`config.mk`:
```
export PLATFORM = sky130hd
export DESIGN_NAME = c_escape_sequence_decoder
export DESIGN_NICKNAME = d
export VERILOG_FILES = /design/src/rtl/ced_pkg.sv /design/src/rtl/ced_front.sv /design/src/rtl/ced_fifo.sv /design/src/rtl/ced_back.sv /design/src/rtl/c_escape_sequence_decoder.sv
export SDC_FILE = /design/constraint.sdc
export NUM_CORES = 1
export LEC_CHECK = 0
export ABC_AREA = 0
export ABC_CLOCK_PERIOD_IN_PS = 11200
export BUFFER_PORTS_ARGS = -buffer_cell sky130_fd_sc_hd__buf_4
export CAP_MARGIN = 15
export CORE_ASPECT_RATIO = 0.5
export CORE_MARGIN = 4
export CORE_UTILIZATION = 41
export CTS_CLUSTER_DIAMETER = 80
export DETAILED_ROUTE_END_ITERATION = 10
export PLACE_DENSITY_LB_ADDON = 0.1
export SYNTH_ARGS = -nofsm -noshare
export SYNTH_HDL_FRONTEND = slang
export SYNTH_SLANG_ARGS = --single-unit
```
`constraint.sdc`:
```
create_clock -name clk_i -period 11.2 [get_ports clk_i]
set_clock_uncertainty 0.1 [all_clocks]
set_input_delay 2.24 -clock clk_i [delete_from_list [all_inputs] [get_ports clk_i]]
set_output_delay 2.24 -clock clk_i [all_outputs]
set_load 0.05 [all_outputs]
```
`src/rtl/ced_pkg.sv`:
```
// Shared word and queue entry types for the C escape sequence decoder.
package ced_pkg;

  typedef struct packed {
    logic [7:0] in_byte;
    logic       is_final;
  } in_word_t;

  typedef struct packed {
    logic [7:0]  out_byte;
    logic        has_byte;
    logic        end_of_string;
    logic [11:0] decoded_count;
  } out_word_t;

  // One decoded item: one or two result words.
  typedef struct packed {
    logic      two;
    out_word_t w0;
    out_word_t w1;
  } ced_entry_t;

endpackage

```
`src/rtl/ced_front.sv`:
```
// Front end: accepts source bytes, runs the escape state machine, builds result entries.
module ced_front (
  input  logic                  clk_i,
  input  logic                  rst_ni,
  input  logic                  accept_i,
  input  ced_pkg::in_word_t     in_word_i,
  input  logic                  cfg_we_i,
  input  logic [11:0]           cfg_data_i,
  output logic                  entry_valid_o,
  output ced_pkg::ced_entry_t   entry_o
);

  typedef enum logic [1:0] {
    MODE_TEXT,
    MODE_ESC,
    MODE_HEX,
    MODE_OCT
  } mode_e;

  localparam logic [15:0] LimitMax     = 16'd4095;
  localparam logic [11:0] LimitReset   = 12'd256;
  localparam logic [7:0]  CharBackslash = 8'h5C;
  localparam logic [7:0]  CharX         = 8'h78;
  localparam logic [7:0]  CharNul       = 8'h00;

  // {valid, value}
  function automatic logic [4:0] hex_digit(input logic [7:0] b);
    logic [4:0] r;
    r = '0;
    if (b >= 8'h30 && b <= 8'h39)      r = {1'b1, 4'(b - 8'h30)};
    else if (b >= 8'h61 && b <= 8'h66) r = {1'b1, 4'(b - 8'h57)};
    else if (b >= 8'h41 && b <= 8'h46) r = {1'b1, 4'(b - 8'h37)};
    return r;
  endfunction

  // {valid, character}
  function automatic logic [8:0] simple_escape(input logic [7:0] b);
    logic [8:0] r;
    r = '0;
    unique case (b)
      8'h61:   r = {1'b1, 8'd7};
      8'h62:   r = {1'b1, 8'd8};
      8'h66:   r = {1'b1, 8'd12};
      8'h6E:   r = {1'b1, 8'd10};
      8'h72:   r = {1'b1, 8'd13};
      8'h74:   r = {1'b1, 8'd9};
      8'h76:   r = {1'b1, 8'd11};
      8'h5C:   r = {1'b1, 8'd92};
      8'h27:   r = {1'b1, 8'd39};
      8'h22:   r = {1'b1, 8'd34};
      8'h3F:   r = {1'b1, 8'd63};
      default: r = '0;
    endcase
    return r;
  endfunction

  mode_e       mode_q, mode_d;
  logic [8:0]  dv_q, dv_d;
  logic [1:0]  dc_q, dc_d;
  logic [11:0] cnt_q, cnt_d;
  logic        stop_q, stop_d;
  logic [11:0] limit_q;

  logic [11:0]        limit;
  logic [1:0]         n;
  ced_pkg::out_word_t w0, w1;
  logic [7:0]         b;
  logic               fin;
  logic [4:0]         hx;
  logic [8:0]         se;
  logic               oct;
  logic               room2;

  always_comb begin
    b      = in_word_i.in_byte;
    fin    = in_word_i.is_final;
    hx     = hex_digit(b);
    se     = simple_escape(b);
    oct    = (b >= 8'h30) && (b <= 8'h37);
    limit  = ({4'b0, limit_q} < LimitMax) ? limit_q : LimitMax[11:0];
    mode_d = mode_q;
    dv_d   = dv_q;
    dc_d   = dc_q;
    cnt_d  = cnt_q;
    stop_d = stop_q;
    n      = 2'd0;
    w0     = '0;
    w1     = '0;

    // Limit at or below the count: stop and drop any partial escape.
    if (!stop_d && cnt_d >= limit) begin
      stop_d = 1'b1;
      mode_d = MODE_TEXT;
    end
    room2 = ({1'b0, cnt_d} + 13'd1) < {1'b0, limit};

    if (!stop_d) begin
      unique case (mode_d) inside
        MODE_ESC: begin
          mode_d = MODE_TEXT;
          if (se[8]) begin
            cnt_d = cnt_d + 12'd1;
            w0 = '{out_byte: se[7:0], has_byte: 1'b1, end_of_string: 1'b0,
                   decoded_count: cnt_d};
            n = 2'd1;
          end else if (b == CharX) begin
            if (fin) begin
              if (room2) begin
                w0 = '{out_byte: CharBackslash, has_byte: 1'b1, end_of_string: 1'b0,
                       decoded_count: cnt_d + 12'd1};
                w1 = '{out_byte: CharX, has_byte: 1'b1, end_of_string: 1'b0,
                       decoded_count: cnt_d + 12'd2};
                cnt_d = cnt_d + 12'd2;
                n = 2'd2;
              end
            end else begin
              mode_d = MODE_HEX;
              dc_d   = 2'd0;
              dv_d   = '0;
            end
          end else if (oct) begin
            dv_d = {6'b0, b[2:0]};
            dc_d = 2'd1;
            if (fin) begin
              cnt_d = cnt_d + 12'd1;
              w0 = '{out_byte: dv_d[7:0], has_byte: 1'b1, end_of_string: 1'b0,
                     decoded_count: cnt_d};
              n = 2'd1;
            end else begin
              mode_d = MODE_OCT;
            end
          end else if (room2) begin
            w0 = '{out_byte: CharBackslash, has_byte: 1'b1, end_of_string: 1'b0,
                   decoded_count: cnt_d + 12'd1};
            w1 = '{out_byte: b, has_byte: 1'b1, end_of_string: 1'b0,
                   decoded_count: cnt_d + 12'd2};
            cnt_d = cnt_d + 12'd2;
            n = 2'd2;
          end
        end
        MODE_HEX, MODE_OCT: begin
          logic pending;
          pending = 1'b0;
          if (mode_d == MODE_HEX && dc_d == 2'd0) begin
            if (hx[4]) begin
              dv_d = {5'b0, hx[3:0]};
              if (fin) begin
                cnt_d = cnt_d + 12'd1;
                w0 = '{out_byte: dv_d[7:0], has_byte: 1'b1, end_of_string: 1'b0,
                       decoded_count: cnt_d};
                n = 2'd1;
                mode_d = MODE_TEXT;
              end else begin
                dc_d = 2'd1;
              end
            end else begin
              // Bad \x: emit backslash and x if both fit under the limit; drop this byte.
              mode_d = MODE_TEXT;
              if (room2) begin
                w0 = '{out_byte: CharBackslash, has_byte: 1'b1, end_of_string: 1'b0,
                       decoded_count: cnt_d + 12'd1};
                w1 = '{out_byte: CharX, has_byte: 1'b1, end_of_string: 1'b0,
                       decoded_count: cnt_d + 12'd2};
                cnt_d = cnt_d + 12'd2;
                n = 2'd2;
              end
            end
          end else if (mode_d == MODE_HEX) begin
            mode_d = MODE_TEXT;
            cnt_d = cnt_d + 12'd1;
            w0 = '{out_byte: hx[4] ? {dv_d[3:0], hx[3:0]} : dv_d[7:0], has_byte: 1'b1,
                   end_of_string: 1'b0, decoded_count: cnt_d};
            n = 2'd1;
            pending = !hx[4];
          end else if (oct) begin
            dv_d = {dv_d[5:0], b[2:0]};
            dc_d = dc_d + 2'd1;
            if (dc_d == 2'd3 || fin) begin
              cnt_d = cnt_d + 12'd1;
              w0 = '{out_byte: dv_d[7:0], has_byte: 1'b1, end_of_string: 1'b0,
                     decoded_count: cnt_d};
              n = 2'd1;
              mode_d = MODE_TEXT;
            end
          end else begin
            mode_d = MODE_TEXT;
            cnt_d = cnt_d + 12'd1;
            w0 = '{out_byte: dv_d[7:0], has_byte: 1'b1, end_of_string: 1'b0,
                   decoded_count: cnt_d};
            n = 2'd1;
            pending = 1'b1;
          end
          // Terminating byte of a short escape is handled as text.
          if (pending) begin
            if (cnt_d >= limit) begin
              stop_d = 1'b1;
            end else if (b == CharNul) begin
              stop_d = 1'b1;
            end else if (b == CharBackslash && !fin) begin
              mode_d = MODE_ESC;
            end else begin
              cnt_d = cnt_d + 12'd1;
              w1 = '{out_byte: b, has_byte: 1'b1, end_of_string: 1'b0,
                     decoded_count: cnt_d};
              n = 2'd2;
            end
          end
        end
        default: begin
          if (b == CharNul) begin
            stop_d = 1'b1;
          end else if (b == CharBackslash && !fin) begin
            mode_d = MODE_ESC;
          end else begin
            cnt_d = cnt_d + 12'd1;
            w0 = '{out_byte: b, has_byte: 1'b1, end_of_string: 1'b0,
                   decoded_count: cnt_d};
            n = 2'd1;
          end
        end
      endcase
    end

    // Close the string: mark the last word, or add a bare end marker.
    if (fin) begin
      if (n == 2'd0) begin
        w0.end_of_string = 1'b1;
        w0.decoded_count = cnt_d;
        n = 2'd1;
      end else if (n == 2'd1) begin
        w0.end_of_string = 1'b1;
      end else begin
        w1.end_of_string = 1'b1;
      end
      mode_d = MODE_TEXT;
      dv_d   = '0;
      dc_d   = 2'd0;
      cnt_d  = '0;
      stop_d = 1'b0;
    end
  end

  assign entry_valid_o = accept_i && (n != 2'd0);
  assign entry_o       = '{two: (n == 2'd2), w0: w0, w1: w1};

  always_ff @(posedge clk_i or negedge rst_ni) begin
    if (!rst_ni) begin
      mode_q  <= MODE_TEXT;
      dv_q    <= '0;
      dc_q    <= 2'd0;
      cnt_q   <= '0;
      stop_q  <= 1'b0;
      limit_q <= LimitReset;
    end else begin
      if (accept_i) begin
        mode_q <= mode_d;
        dv_q   <= dv_d;
        dc_q   <= dc_d;
        cnt_q  <= cnt_d;
        stop_q <= stop_d;
      end
      if (cfg_we_i) begin
        limit_q <= cfg_data_i;
      end
    end
  end

endmodule

```
`src/rtl/ced_fifo.sv`:
```
// Entry queue between the decode front end and the output back end.
module ced_fifo #(
  parameter int DEPTH = 4
) (
  input  logic                clk_i,
  input  logic                rst_ni,
  input  logic                push_i,
  input  ced_pkg::ced_entry_t wr_data_i,
  output logic                full_o,
  input  logic                pop_i,
  output ced_pkg::ced_entry_t rd_data_o,
  output logic                empty_o
);

  localparam int PtrW = (DEPTH > 1) ? $clog2(DEPTH) : 1;
  localparam int CntW = $clog2(DEPTH + 1);
  localparam logic [PtrW-1:0] PtrLast = PtrW'(DEPTH - 1);

  ced_pkg::ced_entry_t mem_q [DEPTH];
  logic [PtrW-1:0] wr_q, rd_q;
  logic [CntW-1:0] count_q;

  assign full_o    = (count_q == CntW'(DEPTH));
  assign empty_o   = (count_q == '0);
  assign rd_data_o = mem_q[rd_q];

  always_ff @(posedge clk_i) begin
    if (push_i) begin
      mem_q[wr_q] <= wr_data_i;
    end
  end

  always_ff @(posedge clk_i or negedge rst_ni) begin
    if (!rst_ni) begin
      wr_q    <= '0;
      rd_q    <= '0;
      count_q <= '0;
    end else begin
      if (push_i) begin
        wr_q <= (wr_q == PtrLast) ? '0 : wr_q + PtrW'(1);
      end
      if (pop_i) begin
        rd_q <= (rd_q == PtrLast) ? '0 : rd_q + PtrW'(1);
      end
      case ({push_i, pop_i})
        2'b10:   count_q <= count_q + CntW'(1);
        2'b01:   count_q <= count_q - CntW'(1);
        default: count_q <= count_q;
      endcase
    end
  end

endmodule

```
`src/rtl/ced_back.sv`:
```
// Back end: takes queued entries and hands out their result words one at a time.
module ced_back (
  input  logic                clk_i,
  input  logic                rst_ni,
  input  logic                q_empty_i,
  input  ced_pkg::ced_entry_t q_data_i,
  output logic                q_pop_o,
  output ced_pkg::out_word_t  out_word_o,
  output logic                empty_o,
  input  logic                pop_i
);

  ced_pkg::ced_entry_t cur_q;
  logic                valid_q;
  logic                sel_q;
  logic                last;
  logic                take;

  assign last       = !cur_q.two || sel_q;
  assign take       = !valid_q || (pop_i && last);
  assign q_pop_o    = take && !q_empty_i;
  assign empty_o    = !valid_q;
  assign out_word_o = sel_q ? cur_q.w1 : cur_q.w0;

  always_ff @(posedge clk_i) begin
    if (q_pop_o) begin
      cur_q <= q_data_i;
    end
  end

  always_ff @(posedge clk_i or negedge rst_ni) begin
    if (!rst_ni) begin
      valid_q <= 1'b0;
      sel_q   <= 1'b0;
    end else if (take) begin
      valid_q <= !q_empty_i;
      sel_q   <= 1'b0;
    end else if (pop_i) begin
      // advance to the second word of a two-word entry
      sel_q <= 1'b1;
    end
  end

endmodule

```
`src/rtl/c_escape_sequence_decoder.sv`:
```
// Top level of the streaming C escape sequence decoder.
// Input: one source byte per word with a final-byte flag, taken when push is
//   high and full is low. Output: decoded words, the oldest shown while empty
//   is low, taken when pop is high. Each word carries the byte, a has-byte
//   flag, an end-of-string flag and the running decoded count.
// Config: cfg_data_i is the output limit, written when cfg_valid_i is high;
//   cfg_ready_o is always high. Write it only while the block is idle.
// Throughput: one source byte per cycle while full is low, decoded
//   combinationally by the front end; the back end delivers one result word
//   per cycle while pop is high. A byte may yield two words (invalid escapes,
//   or short ones ended by text). Words go through the queue, then the back end.
// FIFO_DEPTH entries of up to two words sit between the front and back ends;
//   full rises when they are all taken, so a stalled receiver backs up the
//   input only after the queue fills. No word is lost or repeated.
// Reset: all queues empty, decoder in text mode, count zero, limit 256.
module c_escape_sequence_decoder #(
  parameter int FIFO_DEPTH = 4
) (
  input  logic               clk_i,
  input  logic               rst_ni,
  input  logic               push,
  input  ced_pkg::in_word_t  in_word_i,
  output logic               full,
  output ced_pkg::out_word_t out_word_o,
  output logic               empty,
  input  logic               pop,
  input  logic               cfg_valid_i,
  output logic               cfg_ready_o,
  input  logic [11:0]        cfg_data_i
);

  logic                entry_valid;
  ced_pkg::ced_entry_t entry;
  ced_pkg::ced_entry_t q_data;
  logic                q_empty;
  logic                q_pop;
  logic                accept;

  assign cfg_ready_o = 1'b1;
  assign accept      = push && !full;

  ced_front u_front (
    .clk_i         (clk_i),
    .rst_ni        (rst_ni),
    .accept_i      (accept),
    .in_word_i     (in_word_i),
    .cfg_we_i      (cfg_valid_i),
    .cfg_data_i    (cfg_data_i),
    .entry_valid_o (entry_valid),
    .entry_o       (entry)
  );

  ced_fifo #(
    .DEPTH (FIFO_DEPTH)
  ) u_fifo (
    .clk_i     (clk_i),
    .rst_ni    (rst_ni),
    .push_i    (entry_valid),
    .wr_data_i (entry),
    .full_o    (full),
    .pop_i     (q_pop),
    .rd_data_o (q_data),
    .empty_o   (q_empty)
  );

  ced_back u_back (
    .clk_i      (clk_i),
    .rst_ni     (rst_ni),
    .q_empty_i  (q_empty),
    .q_data_i   (q_data),
    .q_pop_o    (q_pop),
    .out_word_o (out_word_o),
    .empty_o    (empty),
    .pop_i      (pop)
  );

endmodule

```
==> out/metrics.cfg <==
[setup_path]
r2r_start=u_front.cnt_q[0]
crit_path_end_kind=flip-flop
worst-path-max-fanout=25
rrSetupSlack_ps=1950
crit_start=u_front.cnt_q[0]
critPathArrivalTime_ps=9400
reg2reg_to=u_fifo.mem_q[3][26]
crit_type=reg -> reg
slowest_stage=and2_2
required_ps=11350
startpoint_type=flip-flop
slowest_delay_ps=630
r2r.worst_path.cells=28

[cts]
hold_buffers=0
cts.path.max_buffers=3
cts-htree-levels=1
clkTransAtPathRegs_ps=70
cts_setup_buffers=0
numCtsBuffers=26
cts_num_sinks=271
clock_latency_ps=570
cts_tree=built
cts_resized=0
cts_root_buf=clkbuf_16

[die]
die_w_microns=280
row_count=49
design.core.area_sq_mm=0.0362
top_level_ports=51
die-area_sq_mm=0.0403
initial_core_util_pct=41.9
fp.dieH_microns=144

[min_path]
hold_class=reg -> reg
hold_start=u_fifo.count_q[2]
min_to=u_fifo.count_q[2]
min_path_cells=1

[pwr]
switching_share_pct=34.8
comb_power_share_pct=35.1
clockPowerShare_pct=25.7
power.density_mw_per_mm2=224
power_frac_seq_pct=39.2
switching_power_mw=1.33
peakVddDrop_mv=0.190
power.leakage_nw=6.24
intPower_mw=2.49

[routing]
drt-pass1-iter-count=5
via_count=11200
drt_wl_total_microns=48200
drt_first_iter_violations=1411
wl_per_cell_microns=26.4
route.detailed.drc=0
drtAntennaViolNets=0
routed_via_density=6.12

[synth]
synth_area_sq_mm=0.0152
synth_flop_cell=edfxtp_1
synth_area_leaders=edfxtp_1 45%, dfrtp_1 7.4%, mux4_2 6.7%, ha_1 4.5%, nand2_1 2.9%
synth_top_cell_by_area=edfxtp_1
seq_area_frac_synth_pct=52.1
synth_warnings=0
synthMostInstantiatedCell=edfxtp_1
yosysUniqueCellTypes=109
ys_async_sr_fraction_pct=17.0
yosysTopAreaCellShare_pct=44.5
synth_edf_count=225
synth_nets=1365
syn_area_per_cell_sq_um=11.8
synth_common_cells=225 x edfxtp_1, 118 x nand2_1, 97 x nor2_1
netlist_instances=1283
ys_seq_elements=271

[placement]
place_hpwl_microns=33500
io_buffers=49
place_congestion=0.994
post_dp_cell_area_sq_mm=0.0161

[cells_and_area]
syn_to_final_growth_pct=12.3
postLayoutCellArea_sq_mm=0.0170
drive_gt1_share_pct=19.0
nets=1401

[global_route]
grt_pass1_wl_microns=71400
grtUsageTotal_pct=23.9
grt-ovfl-total=0
antenna_found_initial=2
grt_pass1_vias=10600
grt_max_degree=49

[timing]
finalSetupViolCount=0
hold_violations=0
relSlewSlack_pct=26.7
tightest_slew_ps=1100
final_max_slew_viol_count=0
fmax_mhz=108
fin_hold_ws_ps=416
rsz0062_at_grt=false
tns_ps=0
layout_worst_path_cycle_share_pct=82.6
post-route-min-period_ps=9250

[flow_run]
maxCapViolCount=0

[run_status]
outcome=finished clean

-- final cells by class --
type | instances | area, sq um
flip-flops and latches | 271 | 7910
fillers | 3243 | 19200
well taps | 484 | 606
clock inverters | 19 | 288
repair buffers | 85 | 661
clock buffers | 29 | 662
multi-input cells | 884 | 6720
diodes | 1 | 2.50
inverters | 51 | 191
-- logic make-up (layout without fill, tap and decap cells) --
family	after synthesis	count (layout)	synth area share (%)
compound gates	317	317	14.6
xor+xnor	62	62	3.88
fa+ha+maj	56	56	4.67
buf+inv	128	184	3.65
flops	271	271	52.1
mux	80	80	9.28
other cells	1	2	0.0247
simple gates	368	368	11.8
-- per-stage QoR --
step,instances,setup slack [ps],power [mW],util (%)
after global routing,1823,1470,4.00,47.0
after detailed placement,1774,1780,2.87,44.4
after global placement,1774,1820,2.86,44.4
final,1824,1950,3.81,47.0
after floorplan,1283,2950,2.45,-
after CTS,1822,2140,3.86,47.0
-- flip-flops by register name (all words and copies together), names as in the netlist --
name and flops:
u_back.cur_q 45, u_front.stop_q 1, u_front.cnt_q 12, u_fifo.mem_q 180, u_back.sel_q 1, u_front.dv_q 8
u_back.valid_q 1, u_fifo.wr_q 2, u_front.limit_q 12, u_front.mode_q 2, u_front.dc_q 2, u_fifo.rd_q 2
u_fifo.count_q 3
-- placed cells by master (no fill, tap or decap), types with 37 or more instances in the layout --
cell	n
a21oi_1	79
buf_4	82
dfrtp_1	43
edfxtp_1	225
ha_1	55
inv_1	47
mux4_2	45
nand2_1	118
nand3_1	45
nor2_1	96
o21ai_0	63
xnor2_1	37
-- power groups by stage --
| stage | clock network [mW] | registers [mW] | logic, mW |
|---|---|---|---|
| after floorplan | 0 | 1.50 | 0.947 |
| after global placement | 0 | 1.51 | 1.35 |
| after detailed placement | 0 | 1.52 | 1.35 |
| after CTS | 1.01 | 1.50 | 1.36 |
| after global routing | 1.05 | 1.52 | 1.43 |
| final | 0.980 | 1.49 | 1.34 |
-- worst max path at each step --
stage                                     end  cells past startpoint
final                     u_fifo.mem_q[3][26]                     28
after global routing       u_fifo.mem_q[3][2]                     28
after CTS                 u_fifo.mem_q[3][22]                     28
after detailed placement  u_fifo.mem_q[3][21]                     20
after global placement    u_fifo.mem_q[3][21]                     22
after floorplan            u_fifo.mem_q[3][0]                     22
-- worst max-delay path: cells and delay by family, from the launching register on --
| family | cells | cell delay [ps] |
|---|---|---|
| buffers and inverters | 4 | 1100 |
| flip-flops | 1 | 320 |
| adder cells (fa/ha/maj) | 3 | 1090 |
| XOR/XNOR | 1 | 430 |
| AO/OA/AOI/OAI | 12 | 3620 |
| AND/OR/NAND/NOR | 8 | 2190 |
-- per-layer routing --
| layer | GRT usage [%] | vias to the layer above | wire length, microns |
|---|---|---|---|
| li1 | - | 4971 | - |
| met1 | 36.8 | 5564 | 22600 |
| met2 | 33.8 | 541 | 19400 |
| met3 | 6.31 | 85 | 4960 |
| met4 | 5.22 | 0 | 1230 |
| met5 | 0 | - | 0 |
No activity file was read; power rests on OpenSTA's default activity.
